--- src/rtl/bxtri_pkg.sv ---
// Shared types, widths and the triangle corner table for the box triangulator.
`default_nettype none

package bxtri_pkg;

  localparam int CoordW   = 32;  // Q16.16 coordinate
  localparam int LenW     = 31;  // unsigned Q15.16 edge length
  localparam int QuatW    = 16;  // Q1.14 quaternion part
  localparam int ProdW    = 2 * QuatW;   // quaternion product, Q2.28
  localparam int MatW     = ProdW + 1;   // matrix entry, sum of two products
  localparam int TermW    = 64;          // matrix entry times length, Q16.44
  localparam int AccW     = TermW + 2;   // sum of three signed terms
  localparam int FracBits = 28;          // bits dropped when rounding to Q16.16
  localparam int HiW      = AccW - FracBits;
  localparam int SumW     = HiW + 1;     // rounded value plus centre
  localparam int HalfBit  = FracBits - 1;

  localparam logic [5:0] LastVert = 6'd35;
  localparam logic [3:0] LastTri  = 4'd11;
  localparam logic [1:0] LastSlot = 2'd2;

  localparam logic signed [AccW-1:0] RoundHalf = AccW'(1) <<< HalfBit;

  // Nine products m[i][j] * len[j] (diagonal carries the half-length too)
  // and the centre; entry n holds row n/3, column n%3.
  typedef struct packed {
    logic [8:0][TermW-1:0]  term;
    logic [2:0][CoordW-1:0] center;
  } box_set_t;

  // Corner code of vertex k: bit0 = +x, bit1 = +y, bit2 = +z.
  function automatic logic [2:0] tri_corner(input logic [5:0] k);
    logic [2:0] c;
    c = 3'd0;
    unique case (k)
      6'd0:  c = 3'd0;  6'd1:  c = 3'd1;  6'd2:  c = 3'd3;
      6'd3:  c = 3'd0;  6'd4:  c = 3'd3;  6'd5:  c = 3'd2;
      6'd6:  c = 3'd0;  6'd7:  c = 3'd1;  6'd8:  c = 3'd5;
      6'd9:  c = 3'd0;  6'd10: c = 3'd5;  6'd11: c = 3'd4;
      6'd12: c = 3'd1;  6'd13: c = 3'd3;  6'd14: c = 3'd7;
      6'd15: c = 3'd1;  6'd16: c = 3'd7;  6'd17: c = 3'd5;
      6'd18: c = 3'd2;  6'd19: c = 3'd3;  6'd20: c = 3'd7;
      6'd21: c = 3'd2;  6'd22: c = 3'd7;  6'd23: c = 3'd6;
      6'd24: c = 3'd0;  6'd25: c = 3'd2;  6'd26: c = 3'd6;
      6'd27: c = 3'd0;  6'd28: c = 3'd6;  6'd29: c = 3'd4;
      6'd30: c = 3'd4;  6'd31: c = 3'd5;  6'd32: c = 3'd7;
      6'd33: c = 3'd4;  6'd34: c = 3'd7;  6'd35: c = 3'd6;
      default: c = 3'd0;
    endcase
    return c;
  endfunction

  // Apply the corner sign to one term, widened so the sum cannot overflow.
  function automatic logic signed [AccW-1:0] signed_term(input logic [TermW-1:0] t,
                                                         input logic pos);
    logic signed [AccW-1:0] ext;
    ext = AccW'($signed(t));
    return pos ? ext : -ext;
  endfunction

endpackage

`default_nettype wire

--- src/rtl/bxtri_vertex.sv ---
// Vertex sequencer and per-vertex sum, round, translate and saturate pipeline.
`default_nettype none

module bxtri_vertex (
  input  wire logic                                  clk,
  input  wire logic                                  rst_n,
  input  wire logic                                  set_valid,
  output logic                                       set_ready,
  input  wire bxtri_pkg::box_set_t                   set_data,
  output logic                                       out_valid,
  input  wire logic                                  out_ready,
  output logic signed [bxtri_pkg::CoordW-1:0]        out_vertex_x,
  output logic signed [bxtri_pkg::CoordW-1:0]        out_vertex_y,
  output logic signed [bxtri_pkg::CoordW-1:0]        out_vertex_z,
  output logic        [3:0]                          out_triangle_index,
  output logic        [1:0]                          out_corner_slot,
  output logic                                       out_last
);

  localparam int AccW   = bxtri_pkg::AccW;
  localparam int HiW    = bxtri_pkg::HiW;
  localparam int SumW   = bxtri_pkg::SumW;
  localparam int CoordW = bxtri_pkg::CoordW;

  // sequencer
  bxtri_pkg::box_set_t bank_r, bank_nxt;
  logic       busy_r, busy_nxt;
  logic [5:0] k_r, k_nxt;
  logic [3:0] tri_r, tri_nxt;
  logic [1:0] slot_r, slot_nxt;
  logic       issue;
  logic [2:0] code;

  // pipeline
  logic v1_valid_r, v2_valid_r, v3_valid_r;
  logic v1_en, v2_en, v3_en;
  logic signed [AccW-1:0] v1_a_r [3];
  logic signed [AccW-1:0] v1_b_r [3];
  logic signed [HiW-1:0]  v2_hi_r [3];
  logic [CoordW-1:0]      v1_c_r [3];
  logic [CoordW-1:0]      v2_c_r [3];
  logic [CoordW-1:0]      v3_vert_r [3];
  logic [3:0] v1_tri_r, v2_tri_r, v3_tri_r;
  logic [1:0] v1_slot_r, v2_slot_r, v3_slot_r;
  logic       v1_last_r, v2_last_r, v3_last_r;

  assign v3_en = !v3_valid_r || out_ready;
  assign v2_en = !v2_valid_r || v3_en;
  assign v1_en = !v1_valid_r || v2_en;

  assign issue     = busy_r && v1_en;
  assign set_ready = !busy_r || (issue && (k_r == bxtri_pkg::LastVert));
  assign code      = bxtri_pkg::tri_corner(k_r);

  always_comb begin
    bank_nxt = bank_r;
    busy_nxt = busy_r;
    k_nxt    = k_r;
    tri_nxt  = tri_r;
    slot_nxt = slot_r;
    if (issue) begin
      if (k_r == bxtri_pkg::LastVert) begin
        busy_nxt = 1'b0;
        k_nxt    = '0;
        tri_nxt  = '0;
        slot_nxt = '0;
      end else begin
        k_nxt = k_r + 6'd1;
        if (slot_r == bxtri_pkg::LastSlot) begin
          slot_nxt = '0;
          tri_nxt  = tri_r + 4'd1;
        end else begin
          slot_nxt = slot_r + 2'd1;
        end
      end
    end
    // take the next box when idle or as the last vertex of this one leaves
    if (set_valid && set_ready) begin
      bank_nxt = set_data;
      busy_nxt = 1'b1;
      k_nxt    = '0;
      tri_nxt  = '0;
      slot_nxt = '0;
    end
  end

  always_ff @(posedge clk) begin
    if (!rst_n) begin
      busy_r     <= 1'b0;
      k_r        <= '0;
      tri_r      <= '0;
      slot_r     <= '0;
      v1_valid_r <= 1'b0;
      v2_valid_r <= 1'b0;
      v3_valid_r <= 1'b0;
    end else begin
      busy_r <= busy_nxt;
      k_r    <= k_nxt;
      tri_r  <= tri_nxt;
      slot_r <= slot_nxt;
      if (v1_en) v1_valid_r <= issue;
      if (v2_en) v2_valid_r <= v1_valid_r;
      if (v3_en) v3_valid_r <= v2_valid_r;
    end
  end

  always_ff @(posedge clk) begin
    bank_r <= bank_nxt;
  end

  for (genvar i = 0; i < 3; i++) begin : g_axis
    logic signed [AccW-1:0] sum;
    logic signed [SumW-1:0] moved;

    assign sum   = v1_a_r[i] + v1_b_r[i] + bxtri_pkg::RoundHalf;
    assign moved = SumW'(v2_hi_r[i]) + SumW'($signed(v2_c_r[i]));

    always_ff @(posedge clk) begin
      if (v1_en) begin
        v1_a_r[i] <= bxtri_pkg::signed_term(bank_r.term[3*i],   code[0])
                   + bxtri_pkg::signed_term(bank_r.term[3*i+1], code[1]);
        v1_b_r[i] <= bxtri_pkg::signed_term(bank_r.term[3*i+2], code[2]);
        v1_c_r[i] <= bank_r.center[i];
      end
      if (v2_en) begin
        v2_hi_r[i] <= sum[AccW-1:bxtri_pkg::FracBits];
        v2_c_r[i]  <= v1_c_r[i];
      end
      if (v3_en) begin
        // clamp when the sign bit of a 32-bit word and the bits above it disagree
        if (&moved[SumW-1:CoordW-1] || !(|moved[SumW-1:CoordW-1])) begin
          v3_vert_r[i] <= moved[CoordW-1:0];
        end else begin
          v3_vert_r[i] <= moved[SumW-1] ? {1'b1, {(CoordW-1){1'b0}}}
                                        : {1'b0, {(CoordW-1){1'b1}}};
        end
      end
    end
  end

  always_ff @(posedge clk) begin
    if (v1_en) begin
      v1_tri_r  <= tri_r;
      v1_slot_r <= slot_r;
      v1_last_r <= (k_r == bxtri_pkg::LastVert);
    end
    if (v2_en) begin
      v2_tri_r  <= v1_tri_r;
      v2_slot_r <= v1_slot_r;
      v2_last_r <= v1_last_r;
    end
    if (v3_en) begin
      v3_tri_r  <= v2_tri_r;
      v3_slot_r <= v2_slot_r;
      v3_last_r <= v2_last_r;
    end
  end

  assign out_valid          = v3_valid_r;
  assign out_vertex_x       = $signed(v3_vert_r[0]);
  assign out_vertex_y       = $signed(v3_vert_r[1]);
  assign out_vertex_z       = $signed(v3_vert_r[2]);
  assign out_triangle_index = v3_tri_r;
  assign out_corner_slot    = v3_slot_r;
  assign out_last           = v3_last_r;

`ifndef NO_ASSERTIONS
  a_idle_counters_clear: assert property (@(posedge clk) disable iff (!rst_n)
    !busy_r |-> (k_r == '0) && (tri_r == '0) && (slot_r == '0))
    else $error("sequencer counters not cleared while idle");

  a_last_is_final_corner: assert property (@(posedge clk) disable iff (!rst_n)
    issue && (k_r == bxtri_pkg::LastVert) |->
      (tri_r == bxtri_pkg::LastTri) && (slot_r == bxtri_pkg::LastSlot))
    else $error("final vertex not at last triangle and slot");

  a_slot_in_range: assert property (@(posedge clk) disable iff (!rst_n)
    busy_r |-> (slot_r != 2'd3) && (k_r <= bxtri_pkg::LastVert))
    else $error("sequencer counter out of range");

  a_out_last_tags: assert property (@(posedge clk) disable iff (!rst_n)
    out_valid && out_last |->
      (out_triangle_index == bxtri_pkg::LastTri) && (out_corner_slot == bxtri_pkg::LastSlot))
    else $error("last flag on a vertex other than the final one");
`endif

endmodule

`default_nettype wire

--- config.mk ---
export PLATFORM = sky130hd
export DESIGN_NAME = bxtri_vertex
export DESIGN_NICKNAME = d
export VERILOG_FILES = /design/src/rtl/bxtri_pkg.sv /design/src/rtl/bxtri_vertex.sv
export SDC_FILE = /design/constraint.sdc
export NUM_CORES = 2
export LEC_CHECK = 0
export BUFFER_PORTS_ARGS = -buffer_cell sky130_fd_sc_hd__buf_2
export CAP_MARGIN = 10
export CORE_MARGIN = 5
export CORE_UTILIZATION = 30
export CTS_CLUSTER_DIAMETER = 120
export DETAILED_ROUTE_END_ITERATION = 8
export PLACE_DENSITY_LB_ADDON = 0.08
export SLEW_MARGIN = 20
export SYNTH_ARGS = -nofsm -noshare
export SYNTH_HDL_FRONTEND = slang
export SYNTH_SLANG_ARGS = --single-unit
--- constraint.sdc ---
create_clock -name clk -period 54.7 [get_ports clk]
set_clock_uncertainty 0.15 [all_clocks]
set_input_delay 10.94 -clock clk [delete_from_list [all_inputs] [get_ports clk]]
set_output_delay 10.94 -clock clk [all_outputs]
set_load 0.01 [all_outputs]
==> results.py <==
metrics = {
    "synth": {
        "syn-mean-instance-area_um2": 11.4,
        "post-synth-top-count-cell": "edfxtp_1",
        "synth-edff-count": 1491,
        "synth.yosys.seq_area_share": 0.524,
        "syn_nets": 8978,
        "mappedNetlistArea_mm2": 0.0862,
        "synth_cells": 7589,
        "synth_async_sr_flop_share": 0,
        "synth_top_area_frac": 0.519,
        "total_number_of_yosys_warnings": 0,
        "synth_top_cells_by_area": "edfxtp_1 (52%), ha_1 (10%), xor2_1 (6.1%), a21oi_1 (4.7%), xnor2_1 (3.6%)",
        "synth_common_cells": "edfxtp_1 (1491), a21oi_1 (811), ha_1 (707)",
        "ff_latch_count_synth": 1510,
        "synthDominantAreaCellType": "edfxtp_1",
        "yosys.cell_types.count": 104,
        "dominant_register_cell_in_the_synthesized_netlist": "edfxtp_1",
    },
    "timing": {
        "finalHoldViolations": 0,
        "timing.setup.tns_ns": 0,
        "final-setup-viol-count": 0,
        "timing.max_slew.rel_slack": 0.229,
        "worst_slew_pin_slew_ns": 1.14,
        "setup_repair_after_global_routing_missed_its_margin": "false",
        "final_max_slew_viol_count": 0,
        "layout_worst_path_cycle_share": 0.421,
        "post-route-min-period_ns": 23.04,
        "achievable-frequency_mhz": 43.4,
    },
    "final_layout": {
        "finalNetCount": 9781,
        "share_of_the_core_filled_with_cells": 0.352,
        "finish.instance_area_mm2": 0.101,
        "final-instance-count-excl-fill": 12300,
        "layout-area-overhead-vs-synth_pct": 16.7,
        "filler_cells": 28500,
        "drive_gt1_frac": 0.139,
    },
    "placement": {
        "final_estimated_routing_congestion_in_global_placement": 0.913,
        "placed_area_mm2": 0.0944,
        "portBuffers": 780,
        "placed_cells": 12000,
        "post-dp-hpwl_um": 216000,
    },
    "global_routing": {
        "gr-usage-met2": 0.286,
        "globalRouteOverflowTotal": 0,
        "grt_pass1_wl_um": 401000,
        "pin_count_of_the_biggest_net_entering_global_routing": 164,
        "grt_util_all_layers": 0.176,
        "first_global_vias": 61800,
        "met1_layer_usage_reported_by_global_route": 0.245,
        "antenna_found_initial": 23,
        "globalRoute.busiestLayer": "met2",
        "met3_resource_use_gr": 0.0221,
    },
    "route": {
        "initialDrtViolationCount": 3906,
        "detail_route.drc_violations": 0,
        "postRouteAntennaNets": 0,
        "detail_routed_via_count_per_cell": 4.93,
        "detail_route.first_pass.iterations": 5,
        "postRouteWirelength_um": 271000,
        "num_vias": 60700,
        "average_wire_per_cell_in_the_routed_design_um": 22.1,
    },
    "power": {
        "internal_power_w": 0.00296,
        "clock_power_share": 0.279,
        "power.share.sequential": 0.362,
        "total_power_w": 0.00456,
        "irDropWorstVdd_v": 0.0000216,
        "p_sw_frac": 0.351,
        "p_leak_nw": 39.5,
        "power_per_cell_area_mw_per_mm2": 45.3,
        "switchingPower_w": 0.00160,
        "comb_power_share": 0.360,
    },
    "floorplanning": {
        "die-height_um": 546,
        "die_area_mm2": 0.298,
        "fp.coreArea_mm2": 0.286,
        "placement_rows": 196,
        "ios": 781,
        "start_util": 0.302,
        "die_w_um": 546,
    },
    "clock_network": {
        "hold_buffer_count_at_cts": 0,
        "clkSlewWorstSetupHoldPaths_ns": 0.06,
        "post_cts.resized_instances": 0,
        "cts_tree": "done",
        "insertion_delay_ns": 0.85,
        "cts_root_buf": "clkbuf_16",
        "ctsHtreeMaxLevel": 4,
        "cts_setup_buffers": 0,
        "max-clock-path-buffers": 4,
        "cts_buf_count": 185,
        "clock-sinks": 1510,
    },
    "job": {
        "drv.max_cap_violation_count": 0,
    },
    "critical_path": {
        "critical_path_class": "in -> out",
        "worst_ep_arrival_time_ns": 11.95,
        "path_max_fanout": 4,
        "worst_setup_path_start_kind": "input pin",
        "critical_path.endpoint_type": "primary output",
        "critical_path_required_ns": 43.61,
    },
    "run_status": {
        "outcome": "completed",
    },
    "hold_path": {
        "worstHoldPathType": "reg -> reg",
    },
}
==> kinds of logic after synthesis <==
| logic type | Yosys count | synth area share |
|---|---|---|
| adder cells (fa/ha/maj) | 713 | 0.104 |
| multiplexers | 53 | 0.00647 |
| buffers and inverters | 451 | 0.0203 |
| XOR/XNOR | 954 | 0.0969 |
| AND/OR/NAND/NOR | 1992 | 0.113 |
| AO/OA/AOI/OAI | 1916 | 0.136 |
| flip-flops | 1510 | 0.524 |
==> power groups by stage <==
stage / Sequential, W / Combinational (W) / Clock, W
final: 0.00165 / 0.00164 / 0.00127
after global routing: 0.00167 / 0.00185 / 0.00136
after CTS: 0.00165 / 0.00167 / 0.00132
after detailed placement: 0.00168 / 0.00165 / 0
after global placement: 0.00168 / 0.00165 / 0
after floorplan: 0.00166 / 0.00114 / 0
==> through the flow <==
stage          hold slack [ns]  setup slack (ns)
6_report                 0.254             31.66
5_1_grt                  0.271             31.60
4_1_cts                  0.259             31.68
3_5_place_dp             0.255             31.68
3_3_place_gp             0.252             31.72
2_1_floorplan            0.250             25.39
==> flip-flops by register name, indices dropped and copies added (netlist names) <==
| signal | flops |
|---|---|
| v2_tri_r | 4 |
| bank_r | 672 |
| k_r | 6 |
| slot_r | 2 |
| v2_valid_r | 1 |
| v1_valid_r | 1 |
| out_corner_slot | 2 |
| v3_vert_r | 96 |
| v1_c_r | 96 |
| busy_r | 1 |
| tri_r | 4 |
| code | 3 |
| out_last | 1 |
| out_valid | 1 |
| v1_last_r | 1 |
| v1_a_r | 198 |
| v1_slot_r | 2 |
| v2_last_r | 1 |
| v1_tri_r | 4 |
| v2_hi_r | 114 |
| v1_b_r | 198 |
| v2_slot_r | 2 |
| out_triangle_index | 4 |
| v2_c_r | 96 |
==> area by class of cell <==
| type | instances | area [um2] | area share |
|---|---|---|---|
| clock inverter | 111 | 1380 | 0.0137 |
| antenna | 6 | 15.0 | 0.000149 |
| clock buffer | 218 | 4840 | 0.0480 |
| tap | 3762 | 4710 | 0.0468 |
| inverter | 244 | 928 | 0.00922 |
| multi-input combinational | 5628 | 39400 | 0.391 |
| sequential | 1510 | 45200 | 0.449 |
| timing repair buffer | 823 | 4280 | 0.0425 |
==> final timing paths <==
check / start / end / slack (ns) / cells past startpoint
max: out_ready / set_ready / 31.66 / 4
min: v1_c_r[0][24] / v2_c_r[0][24] / 0.25 / 0
max reg2reg: bank_r[551] / v1_a_r[0][197] / 46.86 / 21
min reg2reg: v1_c_r[0][24] / v2_c_r[0][24] / 0.25 / 0
==> metal layers <==
layer / wire length, um / part of all wire / up-vias
li1: - / - / 29900
met1: 127000 / 0.47 / 29000
met2: 124000 / 0.46 / 1452
met3: 11100 / 0.041 / 345
met4: 8610 / 0.032 / 2
met5: 13 / 0.000048 / -
==> critical path: stages <==
cell and delay (ns):
buf_2 0.10, and4b_1 0.28, o31ai_1 0.42, buf_2 0.21
==> cells in the final DEF, fill, tap and decap left out, types with 228 or more instances in the layout <==
cell type | netlist | layout
ha_1 | 707 | 707
xnor2_1 | 352 | 352
a21oi_1 | 811 | 811
inv_1 | 244 | 240
buf_2 | 11 | 780
nor3_1 | 228 | 228
edfxtp_1 | 1491 | 1491
nor2_1 | 682 | 682
o21ai_0 | 302 | 301
nand2_1 | 360 | 359
a21o_1 | 273 | 273
xor2_1 | 602 | 602
(Power assumes the default switching activity.)
